**src/rtl/fcr_pkg.sv**
```systemverilog
// Shared types, constants and the CRC-8 step for the framed command responder.
package fcr_pkg;

    localparam int MAX_FRAME_BYTES = 52;
    localparam int MAX_BODY_BYTES  = MAX_FRAME_BYTES - 2;
    localparam int DESC_DEPTH      = 4;
    localparam int DESC_PTR_W      = $clog2(DESC_DEPTH);

    localparam logic [7:0] FLAG_BYTE   = 8'h7E;
    localparam logic [7:0] ESC_BYTE    = 8'h7D;
    localparam logic [7:0] ESC_XOR     = 8'h20;
    localparam logic [7:0] CRC_POLY    = 8'h07;
    localparam logic [7:0] CRC_XOROUT  = 8'h55;
    localparam logic [7:0] CMD_VERSION = 8'hA0;

    localparam logic [7:0] LEN_VERSION = 8'd8;
    localparam logic [7:0] LEN_SHORT   = 8'd6;

    localparam logic [7:0] REG_OWN_ADDR           = 8'd0;
    localparam logic [7:0] REG_VER_HI             = 8'd1;
    localparam logic [7:0] REG_VER_LO             = 8'd2;
    localparam logic [7:0] REG_STATUS_SUCCESS     = 8'd3;
    localparam logic [7:0] REG_STATUS_CRC_ERROR   = 8'd4;
    localparam logic [7:0] REG_STATUS_UNSUPPORTED = 8'd5;

    typedef enum logic [1:0] {
        RESP_VERSION,
        RESP_UNSUPPORTED,
        RESP_CRC_ERROR
    } t_resp_kind;

    typedef struct packed {
        t_resp_kind  kind;
        logic [7:0]  cmd;
    } t_resp_desc;

    typedef struct packed {
        logic [7:0] own_addr;
        logic [7:0] ver_hi;
        logic [7:0] ver_lo;
        logic [7:0] status_success;
        logic [7:0] status_crc_error;
        logic [7:0] status_unsupported;
    } t_cfg;

    // One byte of CRC-8, MSB first, no reflection.
    function automatic logic [7:0] crc8_step(input logic [7:0] crc, input logic [7:0] b);
        logic [7:0] v;
        v = crc ^ b;
        for (int i = 0; i < 8; i++) begin
            v = v[7] ? ({v[6:0], 1'b0} ^ CRC_POLY) : {v[6:0], 1'b0};
        end
        return v;
    endfunction

endpackage

```
**src/rtl/framed_command_responder_unit.sv**
```systemverilog
// Top level of the framed command responder: configuration registers and the byte path.
//
// Raw link bytes enter through push/full at one byte per clock while full is low. A 0x7E flag bounds a frame,
// 0x7D escapes the following byte (XOR 0x20), and the destuffed body is address, length high,
// length low, command, parameters and a CRC-8 (poly 0x07, init 0, xorout 0x55) checked on the
// fly with no frame buffer. Frames that are too long, whose body count differs from the length
// low byte, that are shorter than five bytes or that carry a foreign address are dropped without
// a trace. Every other frame yields one response on the result side, one wire byte per transfer:
// opening flag, address, 0, length, command, status, major and minor version for command 0xA0,
// CRC, closing flag, all stuffed; last_of_response marks the closing flag. A response is 8 to
// 15 wire bytes (8 for a status reply with nothing to stuff, 15 for a version reply with five
// escaped bytes), built one byte per clock into an output register while pops keep up, the
// builder idling between responses while the next request is loaded. Up to four accepted
// responses wait in a request queue between the deframer and the builder; full rises only
// when that queue is full. A response holds the result side longer than the shortest frame of six
// link bytes, so input stalls under a long run of short frames as well as when the result side
// is held off. Configuration registers are written through i_cfg_wr_en/i_cfg_index/i_cfg_data
// and take effect at the next clock; write them only while no response is pending. Indexes
// beyond the register list are ignored.
module framed_command_responder_unit
    import fcr_pkg::*;
(
    input  logic        i_clk,
    input  logic        i_rst_n,
    input  logic        push,
    output logic        full,
    input  logic [7:0]  i_rx_byte,
    output logic        empty,
    input  logic        pop,
    output logic [7:0]  o_tx_byte,
    output logic        o_last_of_response,
    input  logic        i_cfg_wr_en,
    input  logic [7:0]  i_cfg_index,
    input  logic [7:0]  i_cfg_data
);

    t_cfg        r_cfg;
    logic        rx_transfer;
    logic        desc_push;
    t_resp_desc  desc_in;
    t_resp_desc  desc_out;
    logic        desc_empty;
    logic        desc_pop;

    // Configuration registers; hold unless written.
    always_ff @(posedge i_clk) begin
        if (!i_rst_n) begin
            r_cfg.own_addr           <= 8'h30;
            r_cfg.ver_hi             <= 8'h00;
            r_cfg.ver_lo             <= 8'h00;
            r_cfg.status_success     <= 8'h00;
            r_cfg.status_crc_error   <= 8'h01;
            r_cfg.status_unsupported <= 8'h02;
        end else if (i_cfg_wr_en) begin
            case (i_cfg_index)
                REG_OWN_ADDR:           r_cfg.own_addr           <= i_cfg_data;
                REG_VER_HI:             r_cfg.ver_hi             <= i_cfg_data;
                REG_VER_LO:             r_cfg.ver_lo             <= i_cfg_data;
                REG_STATUS_SUCCESS:     r_cfg.status_success     <= i_cfg_data;
                REG_STATUS_CRC_ERROR:   r_cfg.status_crc_error   <= i_cfg_data;
                REG_STATUS_UNSUPPORTED: r_cfg.status_unsupported <= i_cfg_data;
                default:                r_cfg                    <= r_cfg;
            endcase
        end
    end

    // Accept a byte whenever the request queue has room for a possible response.
    assign rx_transfer = push && !full;

    fcr_front u_front (
        .i_clk       (i_clk),
        .i_rst_n     (i_rst_n),
        .i_valid     (rx_transfer),
        .i_rx_byte   (i_rx_byte),
        .i_own_addr  (r_cfg.own_addr),
        .o_desc_push (desc_push),
        .o_desc      (desc_in)
    );

    fcr_desc_fifo u_queue (
        .i_clk   (i_clk),
        .i_rst_n (i_rst_n),
        .i_push  (desc_push),
        .i_desc  (desc_in),
        .i_pop   (desc_pop),
        .o_desc  (desc_out),
        .o_empty (desc_empty),
        .o_full  (full)
    );

    fcr_back u_back (
        .i_clk              (i_clk),
        .i_rst_n            (i_rst_n),
        .i_cfg              (r_cfg),
        .i_desc             (desc_out),
        .i_desc_empty       (desc_empty),
        .o_desc_pop         (desc_pop),
        .i_pop              (pop),
        .o_empty            (empty),
        .o_tx_byte          (o_tx_byte),
        .o_last_of_response (o_last_of_response)
    );

endmodule

```
**src/rtl/fcr_front.sv**
```systemverilog
// Receive deframer: destuffs bytes, runs the CRC and checks, queues response requests.
module fcr_front
    import fcr_pkg::*;
(
    input  logic        i_clk,
    input  logic        i_rst_n,
    input  logic        i_valid,
    input  logic [7:0]  i_rx_byte,
    input  logic [7:0]  i_own_addr,
    output logic        o_desc_push,
    output t_resp_desc  o_desc
);

    typedef enum logic [1:0] {
        PH_WAIT,
        PH_BODY,
        PH_ESC
    } t_phase;

    t_phase      r_phase,      n_phase;
    logic [5:0]  r_count,      n_count;
    logic        r_too_long,   n_too_long;
    logic [7:0]  r_addr,       n_addr;
    logic [7:0]  r_length,     n_length;
    logic [7:0]  r_cmd,        n_cmd;
    logic [7:0]  r_crc,        n_crc;
    logic [7:0]  r_prev,       n_prev;

    logic        body_take;
    logic [7:0]  body_byte;
    logic        open_frame;
    logic        close_ok;
    logic        crc_ok;

    assign crc_ok   = (r_crc ^ CRC_XOROUT) == r_prev;
    assign close_ok = !r_too_long && (r_count >= 6'd5)
                    && (r_length == {2'b00, r_count})
                    && (r_addr == i_own_addr);

    always_comb begin
        n_phase    = r_phase;
        n_count    = r_count;
        n_too_long = r_too_long;
        n_addr     = r_addr;
        n_length   = r_length;
        n_cmd      = r_cmd;
        n_crc      = r_crc;
        n_prev     = r_prev;
        body_take  = 1'b0;
        body_byte  = i_rx_byte;
        open_frame = 1'b0;
        o_desc_push = 1'b0;

        if (i_valid) begin
            case (r_phase)
                PH_BODY: begin
                    if (i_rx_byte == FLAG_BYTE) begin
                        o_desc_push = close_ok;
                        open_frame  = 1'b1;
                    end else if (i_rx_byte == ESC_BYTE) begin
                        n_phase = PH_ESC;
                    end else begin
                        body_take = 1'b1;
                    end
                end
                PH_ESC: begin
                    if (i_rx_byte == FLAG_BYTE) begin
                        open_frame = 1'b1;
                    end else begin
                        n_phase   = PH_BODY;
                        body_take = 1'b1;
                        body_byte = i_rx_byte ^ ESC_XOR;
                    end
                end
                default: begin
                    if (i_rx_byte == FLAG_BYTE) begin
                        open_frame = 1'b1;
                    end else begin
                        n_phase = PH_WAIT;
                    end
                end
            endcase
        end

        if (body_take && !r_too_long) begin
            if (r_count >= 6'(MAX_BODY_BYTES)) begin
                n_too_long = 1'b1;
            end else begin
                if (r_count == 6'd0) n_addr   = body_byte;
                if (r_count == 6'd2) n_length = body_byte;
                if (r_count == 6'd3) n_cmd    = body_byte;
                if (r_count != 6'd0) n_crc    = crc8_step(r_crc, r_prev);
                n_prev  = body_byte;
                n_count = r_count + 6'd1;
            end
        end

        if (open_frame) begin
            n_phase    = PH_BODY;
            n_count    = '0;
            n_too_long = 1'b0;
            n_addr     = '0;
            n_length   = '0;
            n_cmd      = '0;
            n_crc      = '0;
            n_prev     = '0;
        end
    end

    always_comb begin
        o_desc.cmd = r_cmd;
        if (!crc_ok) begin
            o_desc.kind = RESP_CRC_ERROR;
        end else if (r_cmd == CMD_VERSION) begin
            o_desc.kind = RESP_VERSION;
        end else begin
            o_desc.kind = RESP_UNSUPPORTED;
        end
    end

    always_ff @(posedge i_clk) begin
        if (!i_rst_n) begin
            r_phase    <= PH_WAIT;
            r_count    <= '0;
            r_too_long <= 1'b0;
            r_addr     <= '0;
            r_length   <= '0;
            r_cmd      <= '0;
            r_crc      <= '0;
            r_prev     <= '0;
        end else begin
            r_phase    <= n_phase;
            r_count    <= n_count;
            r_too_long <= n_too_long;
            r_addr     <= n_addr;
            r_length   <= n_length;
            r_cmd      <= n_cmd;
            r_crc      <= n_crc;
            r_prev     <= n_prev;
        end
    end

endmodule

```
**src/rtl/fcr_desc_fifo.sv**
```systemverilog
// Short queue of response requests between the deframer and the response builder.
module fcr_desc_fifo
    import fcr_pkg::*;
(
    input  logic        i_clk,
    input  logic        i_rst_n,
    input  logic        i_push,
    input  t_resp_desc  i_desc,
    input  logic        i_pop,
    output t_resp_desc  o_desc,
    output logic        o_empty,
    output logic        o_full
);

    t_resp_desc              r_mem [DESC_DEPTH];
    logic [DESC_PTR_W-1:0]   r_wr_ptr;
    logic [DESC_PTR_W-1:0]   r_rd_ptr;
    logic [DESC_PTR_W:0]     r_count;

    logic do_push;
    logic do_pop;

    assign o_empty = (r_count == '0);
    assign o_full  = (r_count == (DESC_PTR_W+1)'(DESC_DEPTH));
    assign do_push = i_push && !o_full;
    assign do_pop  = i_pop && !o_empty;
    assign o_desc  = r_mem[r_rd_ptr];

    always_ff @(posedge i_clk) begin
        if (do_push) begin
            r_mem[r_wr_ptr] <= i_desc;
        end
    end

    always_ff @(posedge i_clk) begin
        if (!i_rst_n) begin
            r_wr_ptr <= '0;
            r_rd_ptr <= '0;
            r_count  <= '0;
        end else begin
            if (do_push) r_wr_ptr <= r_wr_ptr + 1'b1;
            if (do_pop)  r_rd_ptr <= r_rd_ptr + 1'b1;
            case ({do_push, do_pop})
                2'b10:   r_count <= r_count + 1'b1;
                2'b01:   r_count <= r_count - 1'b1;
                default: r_count <= r_count;
            endcase
        end
    end

endmodule

```
**src/rtl/fcr_back.sv**
```systemverilog
// Response builder: serializes one flagged, stuffed response per request, one byte per cycle while pops keep up.
module fcr_back
    import fcr_pkg::*;
(
    input  logic        i_clk,
    input  logic        i_rst_n,
    input  t_cfg        i_cfg,
    input  t_resp_desc  i_desc,
    input  logic        i_desc_empty,
    output logic        o_desc_pop,
    input  logic        i_pop,
    output logic        o_empty,
    output logic [7:0]  o_tx_byte,
    output logic        o_last_of_response
);

    logic        r_busy;
    t_resp_desc  r_desc;
    logic [3:0]  r_idx;
    logic        r_esc;
    logic [7:0]  r_crc;
    logic        r_ovalid;
    logic [7:0]  r_tx;
    logic        r_last;

    logic        advance;
    logic        is_version;
    logic [3:0]  close_idx;
    logic [7:0]  len;
    logic [7:0]  status;
    logic [7:0]  msg_byte;
    logic [7:0]  out_byte;
    logic        out_last;
    logic        msg_needs_esc;

    assign is_version = (r_desc.kind == RESP_VERSION);
    assign len        = is_version ? LEN_VERSION : LEN_SHORT;
    assign close_idx  = len[3:0] + 4'd1;

    always_comb begin
        case (r_desc.kind)
            RESP_VERSION:     status = i_cfg.status_success;
            RESP_UNSUPPORTED: status = i_cfg.status_unsupported;
            default:          status = i_cfg.status_crc_error;
        endcase
    end

    // Message byte at position r_idx - 1; the last one is the CRC.
    always_comb begin
        case (r_idx)
            4'd1:    msg_byte = i_cfg.own_addr;
            4'd2:    msg_byte = 8'h00;
            4'd3:    msg_byte = len;
            4'd4:    msg_byte = r_desc.cmd;
            4'd5:    msg_byte = status;
            4'd6:    msg_byte = is_version ? i_cfg.ver_hi : (r_crc ^ CRC_XOROUT);
            4'd7:    msg_byte = i_cfg.ver_lo;
            default: msg_byte = r_crc ^ CRC_XOROUT;
        endcase
    end

    assign msg_needs_esc = (msg_byte == FLAG_BYTE) || (msg_byte == ESC_BYTE);
    assign advance       = r_busy && (!r_ovalid || i_pop);
    assign o_desc_pop    = !r_busy && !i_desc_empty;

    always_comb begin
        out_last = 1'b0;
        if (r_idx == 4'd0) begin
            out_byte = FLAG_BYTE;
        end else if (r_idx == close_idx) begin
            out_byte = FLAG_BYTE;
            out_last = 1'b1;
        end else if (r_esc) begin
            out_byte = msg_byte ^ ESC_XOR;
        end else if (msg_needs_esc) begin
            out_byte = ESC_BYTE;
        end else begin
            out_byte = msg_byte;
        end
    end

    always_ff @(posedge i_clk) begin
        if (!i_rst_n) begin
            r_busy   <= 1'b0;
            r_idx    <= '0;
            r_esc    <= 1'b0;
            r_crc    <= '0;
            r_ovalid <= 1'b0;
        end else begin
            if (o_desc_pop) begin
                r_busy <= 1'b1;
                r_idx  <= '0;
                r_esc  <= 1'b0;
                r_crc  <= '0;
            end else if (advance) begin
                if (r_idx == 4'd0) begin
                    r_idx <= 4'd1;
                end else if (r_idx == close_idx) begin
                    r_busy <= 1'b0;
                end else if (r_esc) begin
                    r_esc <= 1'b0;
                    r_idx <= r_idx + 4'd1;
                end else begin
                    // Fold each message byte into the CRC once, on its first wire byte;
                    // hold the CRC over the CRC byte so an escaped CRC keeps its value.
                    if (r_idx != len[3:0]) r_crc <= crc8_step(r_crc, msg_byte);
                    if (msg_needs_esc) begin
                        r_esc <= 1'b1;
                    end else begin
                        r_idx <= r_idx + 4'd1;
                    end
                end
            end

            if (advance) begin
                r_ovalid <= 1'b1;
            end else if (i_pop) begin
                r_ovalid <= 1'b0;
            end
        end
    end

    always_ff @(posedge i_clk) begin
        if (o_desc_pop) begin
            r_desc <= i_desc;
        end
        if (advance) begin
            r_tx   <= out_byte;
            r_last <= out_last;
        end
    end

    assign o_empty            = !r_ovalid;
    assign o_tx_byte          = r_tx;
    assign o_last_of_response = r_last;

endmodule
```
**config.mk**
```make
export PLATFORM = sky130hd
export DESIGN_NAME = framed_command_responder_unit
export DESIGN_NICKNAME = d
export VERILOG_FILES = /design/src/rtl/fcr_pkg.sv /design/src/rtl/framed_command_responder_unit.sv /design/src/rtl/fcr_front.sv /design/src/rtl/fcr_desc_fifo.sv /design/src/rtl/fcr_back.sv
export SDC_FILE = /design/constraint.sdc
export NUM_CORES = 1
export LEC_CHECK = 0
export ABC_AREA = 1
export BUFFER_PORTS_ARGS = -buffer_cell sky130_fd_sc_hd__buf_2
export CAP_MARGIN = 20
export CORE_UTILIZATION = 50
export CTS_CLUSTER_DIAMETER = 60
export DETAILED_ROUTE_END_ITERATION = 8
export PLACE_DENSITY = 0.67
export SETUP_SLACK_MARGIN = 0.2
export SLEW_MARGIN = 20
export SYNTH_ARGS = -nofsm -noshare
export SYNTH_HDL_FRONTEND = slang
export SYNTH_HIERARCHICAL = 1
export SYNTH_SLANG_ARGS = --single-unit
```
**constraint.sdc**
```tcl
create_clock -name i_clk -period 5.6 [get_ports i_clk]
set_input_delay 0.28 -clock i_clk [delete_from_list [all_inputs] [get_ports i_clk]]
set_output_delay 0.28 -clock i_clk [all_outputs]
set_load 0.01 [all_outputs]
```
* After elaboration in Yosys (flattened, before gate mapping)
Memories as Yosys holds them, arrays and structs flattened. A register that Yosys moved wholly into a read port is not among the register bits.
Index checks and enable logic that the tools add are counted.
** Word-level totals
- Register bits :: 128
- Bits in writable memories :: 40
- Input port bits :: 29
- Logic and storage cells :: 207
- Memories :: 1
** Memories
- u_queue.r_mem :: words 4, bits a word 10, rd ports 1, clocked after memory_dff 1, wr ports 1, line fcr_desc_fifo.sv:15 : t_resp_desc r_mem [DESC_DEPTH];
** Cells by class
- Add/subtract/negate cells :: 7
- Magnitude comparators :: 2
- Eq/ne operators :: 36
- Multiplexer cells :: 60
- Bitwise logic cells :: 28
- Reduce and logical (&&, ||, !) cells :: 48
** Operator list (number)
- case mux 8 bit (7 select lines) :: 1
- 2-to-1 mux 3 bit :: 16
- NOT 3 bit :: 16
- equality test 8 x 7 -> 1 bit (second input constant) :: 4
- AND reduction 3 bit :: 9
- 2-to-1 mux 8 bit :: 3
- 2-to-1 mux 1 bit :: 23
- 2-to-1 mux 4 bit :: 5
- 2-to-1 mux 6 bit :: 3
- equality test 4 x 3 -> 1 bit (second input constant) :: 4
- equality test 8 x 2 -> 1 bit (second input constant) :: 2
- equality test 8 x 3 -> 1 bit (second input constant) :: 2
- equality test 8 bit :: 2
- case mux 8 bit (2 select lines) :: 1
- AND reduction 2 bit :: 8
- XOR 8 bit :: 2
- equality test 6 x 2 -> 1 bit (second input constant) :: 2
- 2-to-1 mux 2 bit :: 5
- nonzero test 2 bit :: 5
- logical AND 1 bit :: 9
- adder 4 x 1 -> 4 bit (second input constant) :: 2
- equality test 4 x 2 -> 1 bit (second input constant) :: 2
- equality test 8 x 1 -> 1 bit (second input constant) :: 1
- equality test 8 x 6 -> 1 bit :: 1
- other kinds (32) :: 53

* Logic depth before layout (Yosys ltp)
Gate-level depths: netlist of the first run.
- Depth after elaboration :: 20
- Mapped depth :: 18
- Depth with buffers taken out :: 18

* By module
Netlist of the first run, hierarchy kept.
** By module, submodules not included
- fcr_back :: times used 1, cells an instance 437, area an instance 2899.0 um2, sequential area each 870.8 um2
- fcr_front :: times used 1, cells an instance 376, area an instance 2713.9 um2, sequential area each 980.9 um2
- framed_command_responder_unit :: times used 1, cells an instance 288, area an instance 2047.0 um2, sequential area each 960.9 um2
- fcr_desc_fifo :: times used 1, cells an instance 167, area an instance 1983.2 um2, sequential area each 1381.3 um2

* Least setup slack after synthesis of the first run
OpenSTA, ideal clock, no wires.
- Path type :: reg2reg
- Start :: register u_queue.r_count[1]
- End :: register u_queue.r_count[1]
- Data arrival time :: 2.448 ns
- Required time :: 5.530 ns
- Setup slack :: 3.082 ns
- Stages on the path, launching flop included :: 14
- Period minus slack after synthesis :: 2.518 ns
- Path through :: dfxtp_1 -> nor2_4 -> nand2_4 -> inv_1 -> nor2_1 -> nand3_1 -> nor4_1 -> nand2_1 -> nor2_1 -> nand2_4 -> ha_1 -> inv_1 -> fa_1 -> a21oi_1
** Between the ends
- Cells in the longest elaborated chain, start to end :: 7
- Elaborated cells between the ends (all ways) :: 15
- Those cells by class :: add/sub (2); eq/ne (3); mux (2); reduce/logical (8)
** RTL lines
- start: declaration :: line fcr_desc_fifo.sv:18 : logic [DESC_PTR_W:0] r_count;
- start signal: assignment :: line fcr_desc_fifo.sv:44 : 2'b10: r_count <= r_count + 1'b1;
- start signal: assignment :: line fcr_desc_fifo.sv:45 : 2'b01: r_count <= r_count - 1'b1;
- start signal: assignment :: line fcr_desc_fifo.sv:46 : default: r_count <= r_count;
- equality test 3 bit (*) :: line fcr_desc_fifo.sv:24 : assign o_full = (r_count == (DESC_PTR_W+1)'(DESC_DEPTH));
- via full :: line framed_command_responder_unit.sv:26 : output logic full,
- zero test 1 bit (*) :: line framed_command_responder_unit.sv:68 : assign rx_transfer = push && !full;
- logical AND 1 bit (*) :: line framed_command_responder_unit.sv:68
- via rx_transfer :: line framed_command_responder_unit.sv:38 : logic rx_transfer;
- 2-to-1 mux 1 bit (*) :: line fcr_front.sv:54 : if (i_valid) begin
- via desc_push :: line framed_command_responder_unit.sv:39 : logic desc_push;
- logical AND 1 bit (*) :: line fcr_desc_fifo.sv:25 : assign do_push = i_push && !o_full;
- equality test 2 x 1 -> 1 bit / equality test 2 bit (equally long branches) :: line fcr_desc_fifo.sv:43 : case ({do_push, do_pop})
- case mux 3 bit (2 select lines) / nonzero test 2 bit (equally long branches)
The timed path passes the listed nets; every way through them passes the cells marked *.
A chain may end at the register's enable or synchronous reset.

* Worst setup path after layout of the first run
- Start :: register u_queue.r_count[1]
- End :: memory u_queue/r_mem[2][2] (netlist bit), enable pin
** Between the ends
- Cells in the longest elaborated chain, start to end :: 7
** RTL lines
- equality test 3 bit :: line fcr_desc_fifo.sv:24
- zero test 1 bit :: line framed_command_responder_unit.sv:68
- logical AND 1 bit :: line framed_command_responder_unit.sv:68
- via rx_transfer :: line framed_command_responder_unit.sv:38
- 2-to-1 mux 1 bit :: line fcr_front.sv:54
- via desc_push :: line framed_command_responder_unit.sv:39
- logical AND 1 bit :: line fcr_desc_fifo.sv:25
- 2-to-1 mux 1 bit :: line fcr_desc_fifo.sv:30 : if (do_push) begin
- 2-to-1 mux 1 bit (not written as such) :: line fcr_desc_fifo.sv:31 : r_mem[r_wr_ptr] <= i_desc;
- end: declaration :: line fcr_desc_fifo.sv:15
The timed path passes the listed nets, and every way through them passes these cells.

==> impl_metrics.ini, run 1 <==
[run_status]
status = finished with violations
violations = design-rule violations

[sta]
finalSetupTns_ns = 0
max_slew_margin_pct = 36.0
hold_violations = 0
setup_viol = 0
worst-slew-pin-transition_ns = 0.959
layout_min_cycle_time_ns = 2.89
finalMaxSlewViolations = 0
rsz0062_at_grt = false
skew_ns = 0.0132
clock.fmax_mhz = 347
post-route-period-util_pct = 51.5
fin_ws_ns = 2.71
fin_hold_ws_ns = 0.105

[setup_path]
endpoint_kind = flip-flop
crit_buf_inv = 1
cp_top_family = simple AND/OR/NAND/NOR gates
cp.arrival_ns = 2.95
path_max_fanout = 10
critPathKind = reg2reg
worst_path_most_repeated_cell = nor2_1
slowest_stage = nor2_1
critPathMaxStageDelay_ns = 0.67
path_cells = nor2_4 > nand2_4 > inv_1 > nor2_1 > nand3_1 > nor4_1 > nand2_1 > nor2_1 > nand2_4 > nor2_1
start_kind = flip-flop
required_ns = 5.67

[grt]
antenna_found_initial = 0
grt_pass1_wl_mm = 37.3
grt_pass1_vias = 7498
overflow = 0
grtUsageTotal_pct = 23.9
grt_max_degree = 57

[die]
rows = 50
start_util_pct = 51.2
coreArea_sq_um = 18800
pin_count = 40
fp.dieW_um = 141
die_height_um = 141
die_area_sq_um = 19800

[cells_and_area]
syn2layout_area_growth_pct = 9.91
drive_gt1_share_pct = 13.5
instances_no_fill = 1565
nets = 1340
fillerInstances = 1782
fin_area_sq_um = 10600
antennaDiodeCount = 0

[routing]
first_pass_iters = 8
routed_via_density = 5.19
drtIter0Drc = 663
wl_per_cell_um = 14.3
ant_nets = 0
wl_mm = 22.4
drc_errors = 1
vias = 8120

[hold_path]
min_path_type = in2reg

[clock_tree]
numClockSinks = 180
hold_buffers = 0
htreeDepth = 4
cts_tree = yes
insertion_delay_ns = 0.44
post_cts_resized = 0
cts_buffers = 17
clk_pin_slew_ns = 0.07
cts_buffer_depth = 2
postCtsSetupRepairBufs = 0
root_buffer = clkbuf_16

[pwr]
power_density_nw_per_um2 = 252
leakage_nw = 4.56
vdd_ir_drop_max_mv = 0.210

[yosys]
ys_ff_latch = 180
syn-instance-count = 1268
synth_nets = 1316
synth_cell_types = 49
synth_flop_cell = dfxtp_1
synth_enable_flop_cells = 59
yosys_warnings = 6
syn_avg_cell_area_sq_um = 7.60
async_flop_share_pct = 0
yosysSeqAreaShare_pct = 43.5
syn_area_sq_um = 9640

[flow_run]
drv_cap = 0

[placed_design]
placed_area_sq_um = 9980
place_congestion = 0.913
post-place-ws_ns = 2.76
io_buffers = 39
dp_hpwl_mm = 16.4
dp.cells = 1533
power by group:
group	switching (mW)	total, mW	internal (mW)
logic	0.0768	0.107	0.0306
clock network	0.574	1.21	0.640
registers	0.00340	1.34	1.34
through the flow:
stage                     power [mW]  util, %
after floorplan                 1.45        -
after global placement          1.48     52.9
after detailed placement        1.48     53.0
after CTS                       2.69     56.3
after global routing            2.76     56.3
final                           2.67     56.3
synth_stat cells, types with 18 or more instances:
master / instances / area share, %
ha_1: 18 / 2.3
nand3_1: 125 / 6.5
xor2_1: 19 / 1.7
nor2_1: 207 / 8.1
o21ai_0: 61 / 3.2
inv_1: 111 / 4.3
edfxtp_1: 59 / 18
nand2_2: 21 / 1.4
a21oi_1: 61 / 3.2
nand2_1: 296 / 12
dfxtp_1: 121 / 25
path summary, 6_finish.rpt:
check | startpoint | end | slack (ns) | cells past startpoint
worst min register to register | r_cfg[29] | r_cfg[29] | 0.48 | 2
worst max-delay path | u_queue/r_count[1] | u_queue/r_mem[2][2] | 2.71 | 10
worst min-delay path | i_cfg_data[0] | r_cfg[8] | 0.10 | 3
worst max register to register | u_queue/r_count[1] | u_queue/r_mem[2][2] | 2.71 | 10
worst register-to-register path, cell delays in order, from the launching register on:
cell and delay [ns]:
dfxtp_1 0.40, nor2_4 0.07, nand2_4 0.08, inv_1 0.06
nor2_1 0.37, nand3_1 0.20, nor4_1 0.20, nand2_1 0.08
nor2_1 0.26, nand2_4 0.12, nor2_1 0.68
sequential cells by signal, indices dropped and copies added, names as in the netlist, 2 cells and up, named ones only:
name	cells
r_cfg	48
u_back/o_tx_byte	8
u_back/r_crc	8
u_back/r_desc	10
u_back/r_idx	4
u_front/r_addr	8
u_front/r_cmd	8
u_front/r_count	6
u_front/r_crc	8
u_front/r_length	8
u_front/r_phase	2
u_front/r_prev	8
u_queue/r_count	3
u_queue/r_mem	40
u_queue/r_rd_ptr	2
u_queue/r_wr_ptr	2
area by class of cell:
class	instances	area, sq um	area share (%)
clock buffer	19	464	4.38
clock inverter	13	154	1.45
inverter	125	474	4.47
multi-input combinational	925	4760	44.9
sequential	180	4190	39.6
tap	260	325	3.07
timing repair buffer	43	229	2.16
logic make-up (layout without fill, tap and decap cells):
logic type,count (synthesis),in the layout,share of synthesized area (%)
fa+ha+maj,19,19,2.54
flops,180,180,43.5
buf+inv,163,200,7.27
xor+xnor,27,27,2.61
compound gates,156,156,8.76
simple gates,723,723,35.3
routing by layer:
layer	share of wire, %	wire [um]	up-vias	track usage, %
met5	0	0	-	0
met4	2.2	493	0	8.18
met3	4.3	953	39	3.87
met2	48	10800	204	40.8
met1	45	10200	3718	30.8
li1	-	-	4159	-
cell usage in the layout (no fill, tap or decap), types with 4 or more instances in the layout:
cell type	netlist	layout
nand2_2	21	21
nand2_1	296	296
dfxtp_1	121	121
edfxtp_1	59	59
xnor2_1	6	6
inv_8	0	4
inv_6	0	4
nand3_1	125	125
nand4_1	9	9
nor2_1	207	205
clkinv_8	0	4
o21ai_0	61	61
nand3_4	4	4
inv_1	111	111
nor2_2	15	16
buf_2	11	39
o22ai_1	11	11
a21oi_1	61	61
nand3_2	4	4
o21ai_1	7	7
a21oi_2	5	5
nor2_4	15	16
nand4_4	5	5
nor3_1	4	4
nand2_4	8	8
clkbuf_16	0	18
inv_2	12	12
ha_1	18	18
xor2_1	19	19
Note: power is estimated with default switching activity, not from simulation.
==> run 2: changes to the inputs <==
==> constraint.sdc (replaced) <==
create_clock -name i_clk -period 2.7 [get_ports i_clk]
set_input_delay 0.135 -clock i_clk [delete_from_list [all_inputs] [get_ports i_clk]]
set_output_delay 0.135 -clock i_clk [all_outputs]
set_load 0.01 [all_outputs]
==> run 2 against run 1 <==
Against the previous run:
- the run now ends clean
- via count up 1.2%
- critical path depth up 3
- die area unchanged
- critical endpoint is now u_queue/r_count[1]
- largest power group unchanged
- highest routed layer unchanged
==> impl_metrics.ini, run 2 (same netlist as run 1, synthesis figures left out) <==
[run_status]
status = finished clean

[setup_path]
start_kind = flip-flop
critPathKind = reg2reg
worst_path_most_repeated_cell = inv_2
slowest_stage = fa_2
path_max_fanout = 4
path_cells = inv_2 > ha_2 > inv_1 > nor4_2 > o2111ai_1 > nor2_1 > nand2_1 > nor2_4 > nand2_4 > ha_4 > inv_2 > fa_2 > a21oi_2
critPathMaxStageDelay_ns = 0.43
endpoint_kind = flip-flop
cp_top_family = adder cells
crit_buf_inv = 3
required_ns = 3.07
cp.arrival_ns = 2.70

[grt]
overflow = 0
grt_max_degree = 50
antenna_found_initial = 0
grt_pass1_vias = 7598
grtUsageTotal_pct = 24.0
grt_pass1_wl_mm = 37.3

[routing]
vias = 8217
drc_errors = 0
routed_via_density = 5.14
wl_per_cell_um = 14.2
first_pass_iters = 6
ant_nets = 0
drtIter0Drc = 544
wl_mm = 22.7

[cells_and_area]
fillerInstances = 1726
seqCellArea_sq_um = 4200
syn2layout_area_growth_pct = 13.2
reg.largest.list = r_cfg (48), u_queue/r_mem (40), u_back/r_desc (10)
nets = 1374
final_cell_mix = 296 x nand2_1, 202 x nor2_1, 124 x nand3_1
final_common_cell = nand2_1
drive_gt1_share_pct = 16.6
largest_reg_flops = 48
largest_register = r_cfg
antennaDiodeCount = 0
multi_input_area_sq_um = 4820

[clock_tree]
clk_pin_slew_ns = 0.07
cts_buffers = 17
root_buffer = clkbuf_16
insertion_delay_ns = 0.43
htreeDepth = 4
cts_buffer_depth = 2
numClockSinks = 180
cts_tree = yes

[sta]
worst-slew-pin-transition_ns = 0.767
fin_hold_ws_ns = 0.0190
setup_viol = 0
layout_min_cycle_time_ns = 2.33
finalMaxSlewViolations = 0
skew_ns = 0.00715
clock.fmax_mhz = 428
finalSetupTns_ns = 0
max_slew_margin_pct = 48.8
rsz0062_at_grt = true
post-route-period-util_pct = 86.4
hold_violations = 0

[pwr]
finalPower_mw = 5.51
vdd_ir_drop_max_mv = 0.425
power_density_nw_per_um2 = 505
leakage_nw = 4.70

[die]
die_area_sq_um = 19800
coreArea_sq_um = 18800
start_util_pct = 51.2
fp.dieW_um = 141
die_height_um = 141
rows = 50
pin_count = 40

[hold_path]
min_path_type = in2reg

[placed_design]
dp_hpwl_mm = 16.3
place_congestion = 0.883
io_buffers = 39

[flow_run]
drv_cap = 0
## run 2: cell types whose count changed in the layout (fill, tap and decap cells not counted), moves of 3 or more
| cell | delta |
|---|---|
| nor2_1 | -3 |
| buf_4 | +27 |
| ha_2 | +4 |
| ha_1 | -5 |
| dfxtp_1 | -4 |
| dlygate4sd3_1 | +8 |
| dfxtp_2 | +4 |
| clkinv_8 | -3 |
| inv_1 | -3 |
| nor2_2 | +3 |
| inv_2 | +3 |
## run 2: area by class of cell
class / instances / share of cell area, %
clock buffer: 19 / 4.16
inverter: 125 / 4.34
clock inverter: 13 / 1.30
timing repair buffer: 77 / 4.59
multi-input combinational: 925 / 44.2
tap: 260 / 2.98
sequential: 180 / 38.5
## run 2: timing repair
item / in CTS / in global routing
setup endpoints to repair: 2 / 16
hold buffers: 8 / 0
hold endpoints to repair: 8 / 0
buffers inserted: 0 / 6
pin swaps: 0 / 5
resized for setup: 2 / 20
## run 2: worst paths after layout
kind | end | cells past startpoint | slack (ns) | start
max reg2reg | u_queue/r_count[1] | 13 | 0.37 | u_front/r_phase[1]
min reg2reg | r_cfg[8] | 2 | 0.48 | r_cfg[8]
min | u_front/r_prev[1] | 3 | 0.02 | i_rx_byte[1]
max | u_queue/r_count[1] | 13 | 0.37 | u_front/r_phase[1]
## run 2: stage by stage
stage               cells  setup WS, ns  instance area [sq um]  util [%]
global placement     1553         0.197                  10100      53.8
global route         1599         0.186                  10900      58.0
finish               1599         0.366                  10900      58.0
floorplan            1268         0.290                   9650         -
detailed placement   1553         0.110                  10100      53.8
CTS                  1593         0.262                  10800      57.4
## run 2: report_power, final
part           internal, mW  switching (mW)
registers              2.78         0.00699
clock network          1.36            1.12
logic                0.0777           0.162
total                  4.22            1.29
## run 2: worst register-to-register path: cells and delay by family, from the launching register on
family,cells,cell delay [ns]
buf+inv,3,0.17
flops,1,0.33
compound gates,2,0.29
simple gates,5,0.71
fa+ha+maj,3,0.77
## run 2: routing by layer
layer | wire length, um | vias up | track usage, %
met5 | 0 | - | 0
met4 | 577 | 0 | 8.87
met3 | 952 | 38 | 4.52
met2 | 10900 | 186 | 40.7
met1 | 10200 | 3781 | 30.3
li1 | - | 4212 | -
==> run 3: changes to the inputs <==
--- a/config.mk
+++ b/config.mk
@@ -8,10 +8,11 @@
 export ABC_AREA = 1
 export BUFFER_PORTS_ARGS = -buffer_cell sky130_fd_sc_hd__buf_2
 export CAP_MARGIN = 20
+export CORE_MARGIN = 10
 export CORE_UTILIZATION = 50
 export CTS_CLUSTER_DIAMETER = 60
 export DETAILED_ROUTE_END_ITERATION = 8
-export PLACE_DENSITY = 0.67
+export PLACE_DENSITY_LB_ADDON = 0.25
 export SETUP_SLACK_MARGIN = 0.2
 export SLEW_MARGIN = 20
 export SYNTH_ARGS = -nofsm -noshare
==> run 3 against run 2 <==
Against the previous run:
- first-iteration DRC count rose by 13%
- clock power decreased by 3%
- critical path depth did not move
- sequential power barely moved
- sequential share of layout area grew 0.25 points
- die area grew 27%
- core utilization is 0.36 points lower
- clock-buffer cell count is 1 higher
- design area fell by 0.62%
- global-route usage down 5.8 points
- maximum frequency is 2.3% lower
- critical endpoint is now u_back/o_tx_byte[1]
==> impl_metrics.ini, run 3 (same netlist as run 1, synthesis figures left out) <==
[run_status]
status = finished clean

[setup_path]
path_cells = nor2_4 > buf_4 > nand2_1 > nand3_1 > nand2_1 > nand2_2 > nor2_2 > nor2_4 > nand2_1 > nor2_2 > nand3_1 > nand2_1 > nand2_1
path_max_fanout = 14
worst_path_most_repeated_cell = nand2_1
cp_top_family = simple AND/OR/NAND/NOR gates
critPathKind = reg2reg
endpoint_kind = flip-flop
required_ns = 2.88
critPathMaxStageDelay_ns = 0.51
reg2reg_to = u_back/o_tx_byte[1]
r2r_slack_ns = 0.31
start_kind = flip-flop
slowest_stage = edfxtp_1
crit_buf_inv = 1
r2r_start = u_back/r_desc[9]
rr_worst_depth = 13
cp.arrival_ns = 2.57

[sta]
post-route-period-util_pct = 88.5
finalMaxSlewViolations = 0
setup_viol = 0
hold_violations = 0
fin_ws_ns = 0.311
clock.fmax_mhz = 419
skew_ns = 0.00787
rsz0062_at_grt = false
fin_hold_ws_ns = 0.0311
finalSetupTns_ns = 0
worst-slew-pin-transition_ns = 0.671
layout_min_cycle_time_ns = 2.39
max_slew_margin_pct = 55.1

[cells_and_area]
nets = 1370
largest_register = r_cfg
fin_area_sq_um = 10800
drive_gt1_share_pct = 16.3
instances_no_fill = 1595
fin_util_pct = 57.6
fillerInstances = 1734
syn2layout_area_growth_pct = 12.5
final_common_cell = nand2_1
reg.largest.list = r_cfg (48), u_queue/r_mem (40), u_back/r_desc (10)
antennaDiodeCount = 0
final_cell_mix = 296 x nand2_1, 202 x nor2_1, 124 x nand3_1
largest_reg_flops = 48

[routing]
vias = 8202
routed_via_density = 5.14
drc_errors = 0
drtIter0Drc = 616
ant_nets = 0
wl_per_cell_um = 14.5
first_pass_iters = 6
wl_mm = 23.1

[die]
pin_count = 40
die_area_sq_um = 25200
fp.dieW_um = 159
coreArea_sq_um = 18800
start_util_pct = 51.2
rows = 50
die_height_um = 159

[pwr]
vdd_ir_drop_max_mv = 0.437
leakage_nw = 4.67
power_density_nw_per_um2 = 500
finalPower_mw = 5.42

[grt]
overflow = 0
grt_pass1_vias = 7829
use_met2_pct = 30.9
grtUsageTotal_pct = 18.1
gr-usage-met1_pct = 22.4
grt_most_used_layer = met2
grt_max_degree = 49
use_met3_pct = 3.61
grt_pass1_wl_mm = 38.4
antenna_found_initial = 0

[placed_design]
post-place-ws_ns = 0.141
dp.cells = 1549
place_congestion = 0.938
placed_area_sq_um = 10100
io_buffers = 39
dp_hpwl_mm = 16.7

[flow_run]
drv_cap = 0

[hold_path]
min_delay_path_depth = 3
min_path_type = in2reg
whs_endpoint = u_front/r_prev[1]
hold_start = i_rx_byte[1]

[clock_tree]
insertion_delay_ns = 0.43
htreeDepth = 4
cts_buffer_depth = 2
root_buffer = clkbuf_16
cts_tree = yes
clk_pin_slew_ns = 0.07
numClockSinks = 180
cts_buffers = 17
[run 3: cell types whose count changed in the layout (fill, tap and decap cells not counted), sizes merged]
cell / delta
buf: -3
clkbuf: +1
dlygate4sd3: -1
clkinvlp: +1
clkinv: -2
[run 3: layout make-up]
type | instances | area [sq um] | area share [%]
timing repair buffer | 73 | 468 | 4.31
tap | 260 | 325 | 3.00
multi-input combinational | 925 | 4810 | 44.4
clock buffer | 20 | 447 | 4.12
inverter | 125 | 474 | 4.37
sequential | 180 | 4200 | 38.7
clock inverter | 12 | 121 | 1.12
[run 3: worst register-to-register path: cells and delay by family (launching register included)]
family	cells	cell delay [ns]
buffers and inverters	1	0.24
flip-flops	1	0.51
AND/OR/NAND/NOR	12	1.40
[run 3: repair_timing]
action,CTS,global route
buffers inserted,0,7
hold buffers,7,0
hold endpoints to repair,7,0
pin swaps,0,5
gates resized for setup,1,22
endpoints found under the setup margin,2,16
[run 3: how the worst max path moves through the flow]
stage | from | to | slack (ns) | cells after the start
floorplan | u_queue/r_count[1] | u_queue/r_count[1] | 0.29 | 13
global placement | u_front/r_phase[1] | u_queue/r_count[2] | 0.31 | 17
detailed placement | u_queue/r_count[1] | u_queue/r_count[1] | 0.14 | 13
CTS | u_queue/r_count[1] | u_queue/r_count[1] | 0.21 | 13
global route | u_queue/r_count[0] | u_queue/r_count[2] | 0.17 | 18
finish | u_back/r_desc[9] | u_back/o_tx_byte[1] | 0.31 | 13
[run 3: report_power, final]
group / total (mW) / switching (mW) / internal, mW
combinational: 0.236 / 0.162 / 0.0736
sequential: 2.79 / 0.00741 / 2.78
clock: 2.40 / 1.08 / 1.32
[run 3: layer usage]
metal  up-vias  part of all wire (%)
met5         -                     0
met3        26                   4.6
met2       187                    49
met4         0                   1.7
met1      3776                    45
li1       4213                     -
